--- config.mk ---
export PLATFORM = sky130hd
export DESIGN_NAME = logic_expression_tokenizer_core
export DESIGN_NICKNAME = d
export VERILOG_FILES = /design/src/sv/letok_pkg.sv /design/src/sv/letok_lexer.sv /design/src/sv/letok_outbuf.sv /design/src/sv/logic_expression_tokenizer_core.sv
export SDC_FILE = /design/constraint.sdc
export NUM_CORES = 1
export LEC_CHECK = 0
export ABC_AREA = 1
export BUFFER_PORTS_ARGS = -buffer_cell sky130_fd_sc_hd__buf_2
export CELL_PAD_IN_SITES_DETAIL_PLACEMENT = 1
export CELL_PAD_IN_SITES_GLOBAL_PLACEMENT = 2
export CORE_ASPECT_RATIO = 0.9
export CORE_UTILIZATION = 35
export CTS_CLUSTER_SIZE = 40
export DETAILED_ROUTE_END_ITERATION = 10
export PLACE_DENSITY = 0.8
export SLEW_MARGIN = 5
export SYNTH_ARGS = -nofsm -noshare
export SYNTH_HDL_FRONTEND = slang
export SYNTH_SLANG_ARGS = --single-unit
export TNS_END_PERCENT = 100
--- constraint.sdc ---
create_clock -name clk -period 8.6 [get_ports clk]
set_input_delay 0 -clock clk [delete_from_list [all_inputs] [get_ports clk]]
set_output_delay 0 -clock clk [all_outputs]
set_load 0.01 [all_outputs]
--- src/sv/letok_pkg.sv ---
// shared types and constants of the logic expression tokenizer
`default_nettype none

package letok_pkg;

    // widths of the position and length fields
    localparam int POS_BITS = 16;
    localparam int LEN_BITS = 8;
    localparam int KW_BITS  = 40;

    // saturation limit of an identifier length
    localparam logic [LEN_BITS-1:0] MAX_NAME_LENGTH = 8'd255;

    // token kinds
    typedef enum logic [3:0] {
        KIND_LPAREN   = 4'd0,
        KIND_RPAREN   = 4'd1,
        KIND_THEN     = 4'd2,
        KIND_EQUIV    = 4'd3,
        KIND_TRUE     = 4'd4,
        KIND_FALSE    = 4'd5,
        KIND_AND      = 4'd6,
        KIND_OR       = 4'd7,
        KIND_NOT      = 4'd8,
        KIND_VARIABLE = 4'd9,
        KIND_END      = 4'd10,
        KIND_ERROR    = 4'd11
    } kind_t;

    // scanner modes, one-hot
    typedef enum logic [5:0] {
        MODE_IDLE   = 6'b000001,
        MODE_NAME   = 6'b000010,
        MODE_DASH   = 6'b000100,
        MODE_LT     = 6'b001000,
        MODE_LTDASH = 6'b010000,
        MODE_ERROR  = 6'b100000
    } mode_t;

    // one token as it leaves the block
    typedef struct packed {
        kind_t               kind;
        logic [POS_BITS-1:0] start;
        logic [LEN_BITS-1:0] length;
    } token_t;

    // all tokens caused by one character beat, slot 0 first
    typedef struct packed {
        token_t [2:0] slots;
        logic   [1:0] count;
    } bundle_t;

    // keyword kind of a closed identifier, variable when no keyword matches
    function automatic kind_t keyword_kind(logic [KW_BITS-1:0] window,
                                           logic [LEN_BITS-1:0] len);
        kind_t k;
        k = KIND_VARIABLE;
        priority if (len == 8'd1 && (window == 40'h54 || window == 40'h74))
            k = KIND_TRUE;
        else if (len == 8'd1 && (window == 40'h46 || window == 40'h66))
            k = KIND_FALSE;
        else if (len == 8'd2 && (window == 40'h4F72 || window == 40'h6F72))
            k = KIND_OR;
        else if (len == 8'd3 && (window == 40'h416E64 || window == 40'h616E64))
            k = KIND_AND;
        else if (len == 8'd3 && (window == 40'h4E6F74 || window == 40'h6E6F74))
            k = KIND_NOT;
        else if (len == 8'd4 && (window == 40'h54727565 || window == 40'h74727565))
            k = KIND_TRUE;
        else if (len == 8'd5 && (window == 40'h46616C7365 || window == 40'h66616C7365))
            k = KIND_FALSE;
        else
            k = KIND_VARIABLE;
        return k;
    endfunction

endpackage

`default_nettype wire

--- src/sv/letok_lexer.sv ---
// scanner state and per-character token decode
`default_nettype none

module letok_lexer (
    input  wire logic                               clk,
    input  wire logic                               rst_n,
    input  wire logic                               fire,
    input  wire logic [7:0]                         char_code,
    input  wire logic                               last,
    output letok_pkg::bundle_t                      res
);

    typedef struct packed {
        letok_pkg::mode_t                        mode;
        logic [letok_pkg::KW_BITS-1:0]           window;
        logic [letok_pkg::LEN_BITS-1:0]          name_len;
        logic [letok_pkg::POS_BITS-1:0]          start;
    } lex_state_t;

    typedef struct packed {
        lex_state_t         st;
        logic               e0;
        letok_pkg::token_t  t0;
        logic               e1;
        letok_pkg::token_t  t1;
    } step_t;

    typedef struct packed {
        lex_state_t         st;
        logic               e;
        letok_pkg::token_t  t;
    } idle_res_t;

    lex_state_t                        state_reg, state_next;
    logic [letok_pkg::POS_BITS-1:0]    pos_reg, pos_next;
    step_t                             step_a, step_b;
    logic [letok_pkg::POS_BITS-1:0]    pos_after;
    logic                              cand_v [4];
    letok_pkg::token_t                 cand_t [4];

    // character classes
    function automatic logic is_letter(logic [7:0] c);
        return (c >= 8'd65 && c <= 8'd90) || (c >= 8'd97 && c <= 8'd122);
    endfunction

    function automatic logic is_digit(logic [7:0] c);
        return c >= 8'd48 && c <= 8'd57;
    endfunction

    function automatic logic is_space(logic [7:0] c);
        return c == 8'd32 || (c >= 8'd9 && c <= 8'd13);
    endfunction

    // length from start through p, saturating
    function automatic logic [letok_pkg::LEN_BITS-1:0] span(
        logic [letok_pkg::POS_BITS-1:0] p, logic [letok_pkg::POS_BITS-1:0] s);
        logic [letok_pkg::POS_BITS-1:0] d;
        logic [letok_pkg::POS_BITS:0]   n;
        d = p - s;
        n = {1'b0, d} + 1'b1;
        return (n > (letok_pkg::POS_BITS+1)'(255)) ? 8'hFF : n[letok_pkg::LEN_BITS-1:0];
    endfunction

    function automatic letok_pkg::token_t mk_tok(letok_pkg::kind_t k,
        logic [letok_pkg::POS_BITS-1:0] s, logic [letok_pkg::LEN_BITS-1:0] l);
        letok_pkg::token_t t;
        t.kind   = k;
        t.start  = s;
        t.length = l;
        return t;
    endfunction

    // a character seen with no token open
    function automatic idle_res_t idle_step(lex_state_t s, logic [7:0] c,
                                            logic [letok_pkg::POS_BITS-1:0] p);
        idle_res_t r;
        r.st       = s;
        r.st.start = p;
        r.e        = 1'b0;
        r.t        = mk_tok(letok_pkg::KIND_ERROR, p, 8'd1);
        priority if (is_space(c))
        begin
            r.e = 1'b0;
        end
        else if (is_letter(c) || c == 8'h5F)
        begin
            r.st.mode     = letok_pkg::MODE_NAME;
            r.st.window   = {32'd0, c};
            r.st.name_len = 8'd1;
        end
        else if (c == 8'h28)
        begin
            r.e = 1'b1;
            r.t = mk_tok(letok_pkg::KIND_LPAREN, p, 8'd1);
        end
        else if (c == 8'h29)
        begin
            r.e = 1'b1;
            r.t = mk_tok(letok_pkg::KIND_RPAREN, p, 8'd1);
        end
        else if (c == 8'h2D)
        begin
            r.st.mode = letok_pkg::MODE_DASH;
        end
        else if (c == 8'h3C)
        begin
            r.st.mode = letok_pkg::MODE_LT;
        end
        else
        begin
            r.e       = 1'b1;
            r.st.mode = letok_pkg::MODE_ERROR;
        end
        return r;
    endfunction

    // one character against the current mode
    function automatic step_t char_step(lex_state_t s, logic [7:0] c,
                                        logic [letok_pkg::POS_BITS-1:0] p);
        step_t     r;
        idle_res_t ir;
        lex_state_t closed;
        closed          = s;
        closed.mode     = letok_pkg::MODE_IDLE;
        closed.window   = '0;
        closed.name_len = '0;
        r.st = s;
        r.e0 = 1'b0;
        r.t0 = mk_tok(letok_pkg::KIND_ERROR, s.start, span(p, s.start));
        r.e1 = 1'b0;
        r.t1 = r.t0;
        ir   = idle_step(s, c, p);
        unique case (s.mode)
            letok_pkg::MODE_IDLE:
            begin
                r.st = ir.st;
                r.e0 = ir.e;
                r.t0 = ir.t;
            end
            letok_pkg::MODE_NAME:
            begin
                if (is_letter(c) || is_digit(c) || c == 8'h5F)
                begin
                    if (s.name_len < 8'd5)
                        r.st.window = {s.window[letok_pkg::KW_BITS-9:0], c};
                    if (s.name_len < letok_pkg::MAX_NAME_LENGTH)
                        r.st.name_len = s.name_len + 8'd1;
                end
                else
                begin
                    ir   = idle_step(closed, c, p);
                    r.e0 = 1'b1;
                    r.t0 = mk_tok(letok_pkg::keyword_kind(s.window, s.name_len),
                                  s.start, s.name_len);
                    r.st = ir.st;
                    r.e1 = ir.e;
                    r.t1 = ir.t;
                end
            end
            letok_pkg::MODE_DASH:
            begin
                r.e0 = 1'b1;
                if (c == 8'h3E)
                begin
                    r.t0      = mk_tok(letok_pkg::KIND_THEN, s.start, 8'd2);
                    r.st.mode = letok_pkg::MODE_IDLE;
                end
                else
                    r.st.mode = letok_pkg::MODE_ERROR;
            end
            letok_pkg::MODE_LT:
            begin
                if (c == 8'h2D)
                    r.st.mode = letok_pkg::MODE_LTDASH;
                else
                begin
                    r.e0      = 1'b1;
                    r.st.mode = letok_pkg::MODE_ERROR;
                end
            end
            letok_pkg::MODE_LTDASH:
            begin
                r.e0 = 1'b1;
                if (c == 8'h3E)
                begin
                    r.t0      = mk_tok(letok_pkg::KIND_EQUIV, s.start, 8'd3);
                    r.st.mode = letok_pkg::MODE_IDLE;
                end
                else
                    r.st.mode = letok_pkg::MODE_ERROR;
            end
            default:
            begin
                r.st.mode = letok_pkg::MODE_ERROR;
            end
        endcase
        return r;
    endfunction

    // the character, then an appended space when it ends the expression
    always_comb
    begin
        pos_after = pos_reg + 1'b1;
        step_a    = char_step(state_reg, char_code, pos_reg);
        step_b    = char_step(step_a.st, 8'd32, pos_after);
    end

    // gather up to three tokens in order
    always_comb
    begin
        logic [2:0] n;
        cand_v[0] = step_a.e0;
        cand_t[0] = step_a.t0;
        cand_v[1] = step_a.e1;
        cand_t[1] = step_a.t1;
        cand_v[2] = last && step_b.e0;
        cand_t[2] = step_b.t0;
        cand_v[3] = last;
        cand_t[3] = mk_tok(letok_pkg::KIND_END, pos_after, 8'd0);
        n         = 3'd0;
        res.slots = '0;
        for (int i = 0; i < 4; i++)
        begin
            if (cand_v[i] && n < 3'd3)
            begin
                res.slots[n[1:0]] = cand_t[i];
                n                 = n + 3'd1;
            end
        end
        res.count = n[1:0];
    end

    // next scanner state
    always_comb
    begin
        state_next = state_reg;
        pos_next   = pos_reg;
        if (fire)
        begin
            if (last)
            begin
                state_next.mode     = letok_pkg::MODE_IDLE;
                state_next.window   = '0;
                state_next.name_len = '0;
                state_next.start    = '0;
                pos_next            = '0;
            end
            else
            begin
                state_next = step_a.st;
                pos_next   = pos_after;
            end
        end
    end

    // scanner registers
    always_ff @(posedge clk or negedge rst_n)
    begin
        if (!rst_n)
        begin
            state_reg.mode     <= letok_pkg::MODE_IDLE;
            state_reg.window   <= '0;
            state_reg.name_len <= '0;
            state_reg.start    <= '0;
            pos_reg            <= '0;
        end
        else
        begin
            state_reg <= state_next;
            pos_reg   <= pos_next;
        end
    end

`ifndef SYNTH
    // an end beat always yields at least its end token
    a_end_has_token: assert property (@(posedge clk) disable iff (!rst_n)
        fire && last |-> res.count != 2'd0)
        else $error("end beat produced no token");

    // an end beat leaves the scanner cleared
    a_end_clears: assert property (@(posedge clk) disable iff (!rst_n)
        fire && last |=> state_reg.mode == letok_pkg::MODE_IDLE && pos_reg == '0)
        else $error("scanner not cleared after end beat");

    // position only moves on an accepted beat
    a_pos_hold: assert property (@(posedge clk) disable iff (!rst_n)
        !fire |=> $stable(pos_reg))
        else $error("position moved without a beat");
`endif

endmodule

`default_nettype wire

--- src/sv/letok_outbuf.sv ---
// result register holding the tokens of one beat and sending them one by one
`default_nettype none

module letok_outbuf (
    input  wire logic                clk,
    input  wire logic                rst_n,
    input  wire logic                in_valid,
    output logic                     in_ready,
    input  wire letok_pkg::bundle_t  res,
    output logic                     out_valid,
    input  wire logic                out_ready,
    output letok_pkg::token_t        out_tok,
    output logic                     out_last
);

    letok_pkg::token_t [2:0] slot_reg, slot_next;
    logic [1:0]              cnt_reg, cnt_next;
    logic                    in_fire;
    logic                    out_fire;

    // handshakes: a new beat may land as the last pending token leaves
    always_comb
    begin
        out_valid = cnt_reg != 2'd0;
        out_last  = cnt_reg == 2'd1;
        out_tok   = slot_reg[0];
        in_ready  = (cnt_reg == 2'd0) || (cnt_reg == 2'd1 && out_ready);
        in_fire   = in_valid && in_ready;
        out_fire  = out_valid && out_ready;
    end

    // load on input beat, shift down on output beat
    always_comb
    begin
        slot_next = slot_reg;
        cnt_next  = cnt_reg;
        if (in_fire)
        begin
            slot_next = res.slots;
            cnt_next  = res.count;
        end
        else if (out_fire)
        begin
            slot_next[0] = slot_reg[1];
            slot_next[1] = slot_reg[2];
            cnt_next     = cnt_reg - 2'd1;
        end
    end

    // payload slots
    always_ff @(posedge clk)
    begin
        slot_reg <= slot_next;
    end

    // pending count
    always_ff @(posedge clk or negedge rst_n)
    begin
        if (!rst_n)
            cnt_reg <= 2'd0;
        else
            cnt_reg <= cnt_next;
    end

`ifndef SYNTH
    // an accepted beat loads its full token count
    a_load_count: assert property (@(posedge clk) disable iff (!rst_n)
        in_fire |=> cnt_reg == $past(res.count))
        else $error("token count not loaded");

    // each sent token alone drops the count by one
    a_drain_count: assert property (@(posedge clk) disable iff (!rst_n)
        out_fire && !in_fire |=> cnt_reg == $past(cnt_reg) - 2'd1)
        else $error("token count out of step");

    // input is only taken when no tokens are pending or as the last one leaves
    a_no_overrun: assert property (@(posedge clk) disable iff (!rst_n)
        in_fire && cnt_reg != 2'd0 |-> out_fire && out_last)
        else $error("beat accepted over pending tokens");
`endif

endmodule

`default_nettype wire

--- src/sv/logic_expression_tokenizer_core.sv ---
// output: the first token of a character beat is offered in the cycle after the beat is taken
// throughput: one character per cycle while each yields at most one token and the output is ready;
//   a character yielding up to 3 tokens holds the input until its last token leaves the single output port
// reset: rst_n asynchronously clears the scanner mode, counters and pending tokens
// top level of the logic expression tokenizer
`default_nettype none

module logic_expression_tokenizer_core (
    input  wire logic        clk,
    input  wire logic        rst_n,
    input  wire logic        s_axis_tvalid,
    output logic             s_axis_tready,
    input  wire logic [7:0]  s_axis_tdata,   // [7:0] char_code
    input  wire logic        s_axis_tlast,
    output logic             m_axis_tvalid,
    input  wire logic        m_axis_tready,
    output logic [23:0]      m_axis_tdata,   // [15:0] token_start, [23:16] token_length
    output logic [3:0]       m_axis_tuser,   // [3:0] token_kind
    output logic             m_axis_tlast
);

    letok_pkg::bundle_t res;
    letok_pkg::token_t  tok;
    logic               fire;

    assign fire = s_axis_tvalid && s_axis_tready;

    // scanner
    letok_lexer u_lexer (
        .clk       (clk),
        .rst_n     (rst_n),
        .fire      (fire),
        .char_code (s_axis_tdata),
        .last      (s_axis_tlast),
        .res       (res)
    );

    // result register
    letok_outbuf u_outbuf (
        .clk       (clk),
        .rst_n     (rst_n),
        .in_valid  (s_axis_tvalid),
        .in_ready  (s_axis_tready),
        .res       (res),
        .out_valid (m_axis_tvalid),
        .out_ready (m_axis_tready),
        .out_tok   (tok),
        .out_last  (m_axis_tlast)
    );

    // output beat packing
    assign m_axis_tdata = {tok.length, tok.start};
    assign m_axis_tuser = tok.kind;

endmodule

`default_nettype wire

# Yosys cells after proc, flatten, opt, wreduce, memory -nomap -nowiden
# Cells that the tools add are included.
# op_classes
reduce_logical	53
n_addsub	10
muxes	76
eq_ne	56
n_lt_le_gt_ge	21
# ops
op	n
$eq 40x23->1 const B	8
$eq 40x7->1 const B	8
$bwmux 84	3
$mux 84	3
$mux 28	8
$demux 28 s2	3
$eq 40x15->1 const B	4
$eq 40x31->1 const B	4
$eq 40x39->1 const B	4
$pmux 64 s2	1
$mux 56	2
$pmux 28 s4	1
$mux 54	2
$mux 48	2
$mux 29	3
$mux 74	1
$mux 70	1
$mux 6	11
$mux 4	14
$pmux 28 s2	1
$eq 8x6->1 const B	6
$mux 40	1
$add 16x1->17 const B	2
$gt 17x8->1 const B	2
44 further kinds	121
# totals
regBits	172
input_bits	13

# Longest topological paths before layout
# depth
word_depth	28
depth_mapped	36
mapped_depth_nobuf	35

# Modules after synthesis
# From an unflattened synthesis, not the netlist that was laid out.
# hier_totals
cells_unflattened	1920
hier_area_um2	13641.8
# modules_own_cells
module	area_each_um2	cells_each	instances	seq_area_each_um2
letok_lexer	9990.8	1599	1	2153.3
letok_outbuf	3643.5	319	1	2572.5
logic_expression_tokenizer_core	7.5	2	1	0.0

# Worst setup path before layout
# OpenSTA, ideal clock, no wires.
# synth_path
kind	register -> register
from	register u_lexer.state_reg[64] in the netlist's numbering
to	register u_outbuf.slot_reg, in the netlist u_outbuf.out_tok[0] (data pin)
t_arrival_ns	4.195
period_less_slack_ns	4.449
path_stages_with_launch	29
setup_ns	0.254
slack_ns	4.151
path_cell_list	dfstp_2 > inv_1 > nand4_1 > buf_4 > clkinv_1 > nand2_2 > nand2_1 > o21ai_0 > ha_1 > inv_1 > fa_1 > nand3_1 > nand3_2 > xor2_1 > inv_1 > nor2_2 > nand3_1 > nor2_1 > nand4_1 > nor2_1 > nand3_1 > nor2_1 > nand3_1 > nand2_2 > nand2_1 > o21ai_1 > nand2_1 > nand3_1 > nand2_1
# synth_lines
item	line_no	source
from (decl)	letok_lexer.sv:34	lex_state_t state_reg, state_next;
from (signal assigned)	letok_lexer.sv:269	state_reg <= state_next;
to (signal assigned)	letok_outbuf.sv:53	slot_reg <= slot_next;
to (decl)	letok_outbuf.sv:16	letok_pkg::token_t [2:0] slot_reg, slot_next;

==> impl_metrics.json <==
{
  "port_buffers": 43,
  "drc_errors": 9,
  "setup_ws_ns": 2.28,
  "htree_levels": 4,
  "layout-drive-gt1-share_pct": 5.52,
  "cp_slowest_cell": "nand4_1",
  "period_needed_ns": 6.32,
  "timing.rr.end": "u_outbuf.out_tok[0]$_DFFE_PP_",
  "clkTransAtPathRegs_ns": 0.08,
  "cts_buffers": 17,
  "grt_max_degree": 69,
  "finalNetCount": 2353,
  "synth-simple-area-share_pct": 36.9,
  "yosys.area_share.adder_pct": 4.41,
  "syn_area_um2": 15000,
  "layout_commonest_cell": "nand2_1",
  "whs_ns": 0.114,
  "post-route-period-util_pct": 73.5,
  "cpMostUsedCell": "nand2_1",
  "max-cap-violations": 0,
  "synth_edf_count": 84,
  "clkLatencyLatePin_ns": 0.47,
  "holdCritStartpoint": "s_axis_tdata[2]",
  "antenna_found_initial": 2,
  "worst_pin_slew_ns": 1.16,
  "synth.area.mux_share_pct": 0,
  "synth_cell_types": 49,
  "outcome": "finished with violations",
  "ios": 44,
  "start_kind": "flip-flop",
  "failed_checks": "design-rule violations",
  "grt_overflow": 0,
  "grt_pass1_vias": 15700,
  "arrival_ns": 6.56,
  "dp_hpwl_mm": 45.8,
  "largest_reg_flops": 70,
  "grt_usage_pct": 29.4,
  "initial_core_util_pct": 35.7,
  "die_x_um": 220,
  "cts_root_buf": "clkbuf_16",
  "crit_fanout": 12,
  "crit_type": "flip-flop to flip-flop",
  "final_cells": 2849,
  "synthCells": 2325,
  "cp-end-kind": "flip-flop",
  "yosysWarnings": 0,
  "core-area_um2": 42000,
  "setup.worst_path.end": "u_outbuf.out_tok[0]$_DFFE_PP_",
  "drt_wl_total_mm": 62.3,
  "syn_area_per_cell_um2": 6.45,
  "max_freq_ghz": 0.158,
  "worstReg2RegStart": "u_lexer.state_reg[67]$_DFFE_PN0P_",
  "slew_viol_final": 0,
  "r2r_cells": 27,
  "grt_setup_unrepaired": "no",
  "ys_async_sr_fraction_pct": 51.2,
  "reg2reg_slack_ns": 2.28,
  "area_growth_syn_to_layout_pct": 7.38,
  "fin_skew_ns": 0.0120,
  "wl_per_cell_um": 21.9,
  "setup_violations": 0,
  "layout_common_cells": "nand2_1, inv_1, nor2_1",
  "pre_cts_ws_ns": 2.10,
  "grt_pass1_wl_mm": 97.1,
  "clockBufferDepth": 2,
  "critical_path.max_stage_delay_ns": 0.55,
  "hp-class": "input pin to flip-flop",
  "placed_cells": 2816,
  "synth_fp_nets": 2389,
  "cts_tree": "done",
  "max-slew-margin-rel_pct": 22.9,
  "rows": 71,
  "antenna_left": 0,
  "startpoint": "u_lexer.state_reg[67]$_DFFE_PN0P_",
  "synth_top_family_by_area": "simple AND/OR/NAND/NOR gates",
  "hold_viol_final": 0,
  "die_area_um2": 43700,
  "dr.pass1.iters": 8,
  "synth-compound-area-share_pct": 13.3,
  "via_count": 16000,
  "synthXorXnorAreaFrac_pct": 2.34,
  "n_antenna_cell": 0,
  "fin_tns_setup_ns": 0,
  "yosysSeqAreaShare_pct": 31.5,
  "die_h_um": 198,
  "via_per_inst": 5.60,
  "worst_ep_required_time_ns": 8.83,
  "synth_seq_cells": 172,
  "yosys_most_used_dff": "dfrtp_1",
  "drt_iter0_markers": 1589,
  "gp_congestion": 0.917,
  "cts.sinks": 172
}
[per-stage QoR]
stage	area, µm²	utilization [%]
global route	16100	38.3
CTS	16100	38.3
finish	16100	38.3
global placement	15500	36.8
floorplan	15000	-
detailed placement	15500	36.8
[cells in the mapped netlist (2+ instances only)]
| master | number | area [µm²] |
|---|---|---|
| o22ai_1 | 96 | 601 |
| nand3_2 | 3 | 30.0 |
| or3_1 | 2 | 12.5 |
| or2_2 | 4 | 25.0 |
| buf_2 | 23 | 115 |
| clkinv_1 | 5 | 18.8 |
| buf_4 | 30 | 225 |
| o21a_1 | 4 | 30.0 |
| nor2_1 | 260 | 976 |
| a21o_1 | 3 | 22.5 |
| buf_6 | 2 | 22.5 |
| o21ai_0 | 145 | 726 |
| xnor2_1 | 10 | 87.6 |
| a21boi_0 | 2 | 15.0 |
| edfxtp_1 | 84 | 2520 |
| inv_1 | 290 | 1090 |
| a21oi_1 | 51 | 255 |
| o21ai_1 | 10 | 50.1 |
| nand3_1 | 207 | 1040 |
| xor2_1 | 30 | 263 |
| inv_2 | 5 | 18.8 |
| nor3_1 | 32 | 160 |
| buf_1 | 9 | 33.8 |
| nor3_2 | 2 | 20.0 |
| nand4_1 | 57 | 357 |
| dfrtp_1 | 87 | 2180 |
| clkbuf_1 | 53 | 199 |
| a221oi_1 | 2 | 17.5 |
| fa_1 | 3 | 60.1 |
| nor4_1 | 10 | 62.6 |
| ha_1 | 48 | 601 |
| nand2_2 | 8 | 50.1 |
| nand3b_1 | 25 | 188 |
| o211ai_1 | 29 | 218 |
| nor2_2 | 2 | 12.5 |
| nand2_1 | 679 | 2550 |
[final cells by class]
type                            count  area [µm²]
Clock buffer                       19         454
Fill cell                        5516       25900
Tap cell                          547         684
Timing Repair Buffer               62         363
Inverter                          300        1130
Multi-Input combinational cell   1736        8570
Clock inverter                     13         176
Sequential cell                   172        4730
[cells by family (layout without fill, tap and decap cells)]
family | count (synthesis) | count (layout)
buf+inv | 417 | 394
xor+xnor | 40 | 40
compound gates | 349 | 349
flops | 172 | 172
fa+ha+maj | 51 | 51
simple gates | 1296 | 1296
[worst min-delay path by stage]
stage | endpoint | slack [ns] | cells after the start
after global placement | u_lexer.state_reg[58]$_DFFE_PN0P_ | 0.08 | 1
after CTS | u_lexer.state_reg[67]$_DFFE_PN0P_ | 0.10 | 5
after global routing | u_lexer.state_reg[49]$_DFFE_PN0P_ | 0.16 | 2
final | u_lexer.state_reg[67]$_DFFE_PN0P_ | 0.11 | 5
after detailed placement | u_lexer.state_reg[58]$_DFFE_PN0P_ | 0.09 | 1
after floorplan | u_lexer.pos_reg[0]$_DFFE_PN0P_ | -0.30 | 0
[timing repair]
action / CTS / global route
hold buffers: 1 / 0
gates resized for setup: 0 / 0
setup endpoints to repair: 0 / 0
endpoints found under the hold margin: 44 / 0
buffers inserted: 0 / 0
[critical path: cells and delay by family (launching register included)]
family	cells	cell delay, ns
DFF	1	0.40
adders and majority gates	1	0.39
xor gates and xnor gates	1	0.28
and+or+nand+nor	19	3.27
AOI/OAI and AO/OA	3	1.04
buffers and inverters	3	0.71
[per-layer routing]
metal  global-route usage [%]  part of all wire [%]
met3                     3.95                   7.3
met4                     5.98                   1.1
met1                     46.5                    51
met2                     41.5                    41
met5                        0                 0.021
Power is not shown: default switching activity piles up to over one toggle a cycle in this logic, so the estimate is an artifact.
